===== config.mk =====
export PLATFORM = sky130hd
export DESIGN_NAME = sscu_isqrt
export DESIGN_NICKNAME = d
export VERILOG_FILES = /design/src/hw/rtl/ssc_pkg.sv /design/src/hw/rtl/sscu_isqrt.sv
export SDC_FILE = /design/constraint.sdc
export NUM_CORES = 2
export LEC_CHECK = 0
export BUFFER_PORTS_ARGS = -buffer_cell sky130_fd_sc_hd__buf_2
export CORE_UTILIZATION = 38
export DETAILED_ROUTE_END_ITERATION = 6
export SYNTH_ARGS = -nofsm -noshare
export SYNTH_HDL_FRONTEND = slang
export SYNTH_MEMORY_MAX_BITS = 65536
export SYNTH_SLANG_ARGS = --single-unit

===== constraint.sdc =====
create_clock -name clk -period 5.45 [get_ports clk]
set_input_delay 1.09 -clock clk [delete_from_list [all_inputs] [get_ports clk]]
set_output_delay 1.09 -clock clk [all_outputs]
set_load 0.005 [all_outputs]

===== src/hw/rtl/ssc_pkg.sv =====
// Shared types and constants for the sphere-sphere contact pipeline.
// Used by sscu_isqrt, sscu_div and sphere_sphere_contact_unit; no dependencies.
package ssc_pkg;

	localparam int FRAC_BITS_DEF = 16;
	localparam int COORD_W       = 32;
	localparam int RAD_W         = 30;
	localparam int ABS_W         = 31;
	localparam int NORM_W        = 18;
	localparam int NORM_MAG_W    = 17;
	localparam int DEPTH_W       = 31;
	localparam int SQ_W          = 64;
	localparam int ROOT_W        = 32;
	localparam logic [NORM_MAG_W-1:0] NORM_MAX = 17'h1FFFF;

	// Per-item information that travels alongside the arithmetic.
	typedef struct packed {
		logic [2:0][COORD_W-1:0] a;
		logic [2:0][ABS_W-1:0]   ad;
		logic [2:0]              neg;
		logic [RAD_W-1:0]        ra;
		logic [DEPTH_W-1:0]      rsum;
		logic                    far;
		logic                    hit;
		logic                    dzero;
		logic [DEPTH_W-1:0]      depth;
	} ctx_t;

endpackage


===== src/hw/rtl/sscu_isqrt.sv =====
// Pipelined integer square root, one result bit per stage.
// Depends on ssc_pkg for the operand and root widths.
module sscu_isqrt (
	input  logic                      clk,
	input  logic                      en,
	input  logic [ssc_pkg::SQ_W-1:0]  sq,
	output logic [ssc_pkg::ROOT_W-1:0] root
);
	import ssc_pkg::*;

	localparam int STEPS = ROOT_W;
	localparam int REM_W = ROOT_W + 2;

	logic [REM_W-1:0]  rem_s  [STEPS];
	logic [ROOT_W-1:0] root_s [STEPS];
	logic [SQ_W-1:0]   rad_s  [STEPS];

	for (genvar k = 0; k < STEPS; k++) begin : g_step
		logic [REM_W-1:0]  rem_in;
		logic [ROOT_W-1:0] root_in;
		logic [SQ_W-1:0]   rad_in;
		logic [REM_W+1:0]  trial_rem;
		logic [REM_W+1:0]  trial_sub;

		if (k == 0) begin : g_first
			assign rem_in  = '0;
			assign root_in = '0;
			assign rad_in  = sq;
		end else begin : g_next
			assign rem_in  = rem_s[k-1];
			assign root_in = root_s[k-1];
			assign rad_in  = rad_s[k-1];
		end

		// Bring down the next pair of radicand bits and try the digit one.
		assign trial_rem = {rem_in, rad_in[SQ_W-1 -: 2]};
		assign trial_sub = (REM_W+2)'({root_in, 2'b01});

		always_ff @(posedge clk) begin
			if (en) begin
				rad_s[k] <= {rad_in[SQ_W-3:0], 2'b00};
				if (trial_rem >= trial_sub) begin
					rem_s[k]  <= REM_W'(trial_rem - trial_sub);
					root_s[k] <= {root_in[ROOT_W-2:0], 1'b1};
				end else begin
					rem_s[k]  <= REM_W'(trial_rem);
					root_s[k] <= {root_in[ROOT_W-2:0], 1'b0};
				end
			end
		end
	end

	assign root = root_s[STEPS-1];

endmodule


==> metrics.csv <==
metric;value;unit
synth_mux_area_share;0.647;%
routed_via_density;5.14;
clock_sinks;2523;
dieWidth;557;um
dr.pass1.iters;7;
fin_nets;9965;
track_usage;16.0;%
required;6.09;ns
p_leak;49.8;nW
min_period;4.79;ns
h-tree-depth;5;
worst_setup_path_start_kind;flip-flop;
timing.hold.worst_endpoint;rad_s[1][489];
pin_count;98;
cts_hold_buf;0;
setup_viol;0;
met3_usage;2.31;%
ys.flop_type;edfxtp_1;
syn_area;0.117;sq mm
whs;0.370;ns
post_cts_buffers;0;
r2r_setup_slack;0.66;ns
synthAdderAreaFrac;6.01;%
endpoint_kind;flip-flop;
synth_top_area_share;64.6;%
antenna_found_initial;3;
path_class;reg -> reg;
synth-seq-cells;2523;
fmax;0.209;GHz
cts_root_buf;clkbuf_16;
synth_edf_count;2522;
drv_cap;0;
ant_nets;0;
synth_top_area_cell;edfxtp_1;
syn-num-nets;9683;
gp_congestion;0.929;
yosys-top-cells-area;edfxtp_1, ha_1, xor2_1;
violations;design-rule violations;
grt_util_met2;28.7;%
max-slew-margin-rel;20.6;%
grt_pass1_vias;70200;
top_usage_layer;met2;
rsz0062_at_grt;false;
numCtsBuffers;284;
yosysSeqAreaShare;64.6;%
clock_latency;0.89;ns
final.setup.tns;0;ns
rr_startpoint;root_s[1][78];
synth_compound_area_share;9.20;%
yosysWarnings;0;
timing.final.crit_share;87.9;%
cts_resized;0;
hpwl;183000;um
vias;70200;
status;finished with violations;
powerDensity;431;mW/mm^2
drc;1;
final_common_cell;edfxtp_1;
cts_max_path_buffers;4;
arrival;5.43;ns
worstHoldStart;rad_s[1][425];
synthToLayoutAreaGrowth;12.9;%
layout-drive-gt1-share;7.77;%
whs_path_depth;0;
drt_iter0_drc;5241;
reg2reg_depth;10;
slew_viol_final;0;
tightest_slew;1.19;ns
clk_pin_slew;0.06;ns
fillers;27800;
synth_top_family_by_area;simple AND/OR/NAND/NOR gates;
num_rows;203;
cts_tree;done;
r2r-end;rem_s[1][125];
start_util;38.3;%
fp.dieH;557;um
async_flop_share;0;%
synth-simple-area-share;10.4;%
cp_max_fo;9;
use_met1;19.1;%
skew;0.0708;ns
synth.distinct_cells;90;
wl_per_cell;18.5;um
core-area;0.306;sq mm
synth-xor-area-share;6.29;%
avgSynthCellArea;12.9;sq um
portBuffers;97;
grt_max_degree;190;
ir_drop;0.269;mV
mostFrequentLayoutCells;edfxtp_1, nand2_1, inv_1;
routed_wirelength;253000;um
syn_inst;9054;
overflow;0;
die_area;0.311;sq mm
grt_pass1_wl;394000;um
hold_class;reg -> reg;
hold_viol;0;
==> kinds of logic (layout without fill, tap and decap cells) <==
| logic type | Yosys count | count (layout) |
|---|---|---|
| AOI/OAI and AO/OA | 1753 | 1753 |
| xor gates and xnor gates | 841 | 841 |
| adders and majority gates | 563 | 563 |
| buffers and inverters | 878 | 1387 |
| DFF | 2523 | 2523 |
| muxes | 69 | 69 |
| other | 0 | 3 |
| and+or+nand+nor | 2427 | 2427 |
==> through the flow <==
step | worst slack (ns) | instance area [sq um] | utilization, % | total power (W) | std cells
6_report | 0.662 | 132000 | 43.2 | 0.0570 | 13700
5_1_grt | 0.550 | 132000 | 43.2 | 0.0599 | 13700
4_1_cts | 0.955 | 132000 | 43.2 | 0.0576 | 13700
3_5_place_dp | 0.777 | 123000 | 40.1 | 0.0382 | 13200
3_3_place_gp | 0.793 | 123000 | 40.1 | 0.0380 | 13200
2_1_floorplan | 0.990 | 117000 | - | 0.0346 | 9054
==> area by class of cell <==
cell class	instances	area (sq um)	share of cell area (%)
antenna	3	7.51	0.00567
inverter	702	2640	1.99
sequential	2523	75800	57.3
clock inverter	175	1920	1.45
tap	4100	5130	3.88
multi-input combinational	5653	38200	28.9
timing repair buffer	172	1210	0.917
clock buffer	338	7440	5.62
==> critical path: stages (launching register included) <==
cell      delay, ns
edfxtp_1       0.46
inv_1          0.07
ha_1           0.39
nand4_1        0.20
nor4_1         0.87
nand4_1        0.31
o41ai_1        0.87
a31oi_1        0.39
nand2b_1       0.39
or4_1          0.49
xnor2_1        0.14
==> flip-flops by register name (all words and copies together), names as in the netlist <==
signal,cells
rem_s,1003
root_s,528
rad_s,992
==> power breakdown <==
group | internal [W] | switching, W
clock | 0.0113 | 0.00780
sequential | 0.0247 | 0.00175
combinational | 0.00476 | 0.00665
==> metal layers <==
| layer | wire length [um] | part of all wire, % |
|---|---|---|
| met1 | 105000 | 41 |
| met2 | 127000 | 50 |
| met3 | 10300 | 4.1 |
| met4 | 10900 | 4.3 |
| met5 | 0 | 0 |
==> cell usage after synthesis, types with 15 or more instances <==
cell type and number:
and2_1 48, and3_1 49, mux2i_1 15, nand4b_1 19, o21ai_0 570, a21o_1 237
a211oi_1 40, nor3_1 234, a31oi_1 52, a21oi_1 460, o21bai_1 42, nor2_1 485
a21boi_0 18, xor2_1 445, o21a_1 88, o211ai_1 24, nand3b_1 21, mux2_2 54
o31ai_1 41, or2_2 60, ha_1 563, clkbuf_1 159, nand4_1 86, or3_1 93
nand2_1 710, edfxtp_1 2522, inv_1 701, xnor2_1 396, nor4b_1 22, or4_1 54
nand3_1 137, o41ai_1 16, nor2b_1 82, and4_1 16, nor4_1 125, a211o_1 17
nand2b_1 133
==> worst max path at each step <==
stage,startpoint,endpoint,slack [ns],cells after the start
2_1_floorplan,en,rem_s[1][340],0.99,6
4_1_cts,root_s[1][78],rem_s[1][125],0.96,10
3_3_place_gp,en,rem_s[1][120],0.79,8
5_1_grt,root_s[1][78],rem_s[1][134],0.55,11
6_report,root_s[1][78],rem_s[1][125],0.66,10
3_5_place_dp,en,rem_s[1][120],0.78,8
Power figures use the tool's default switching activity.
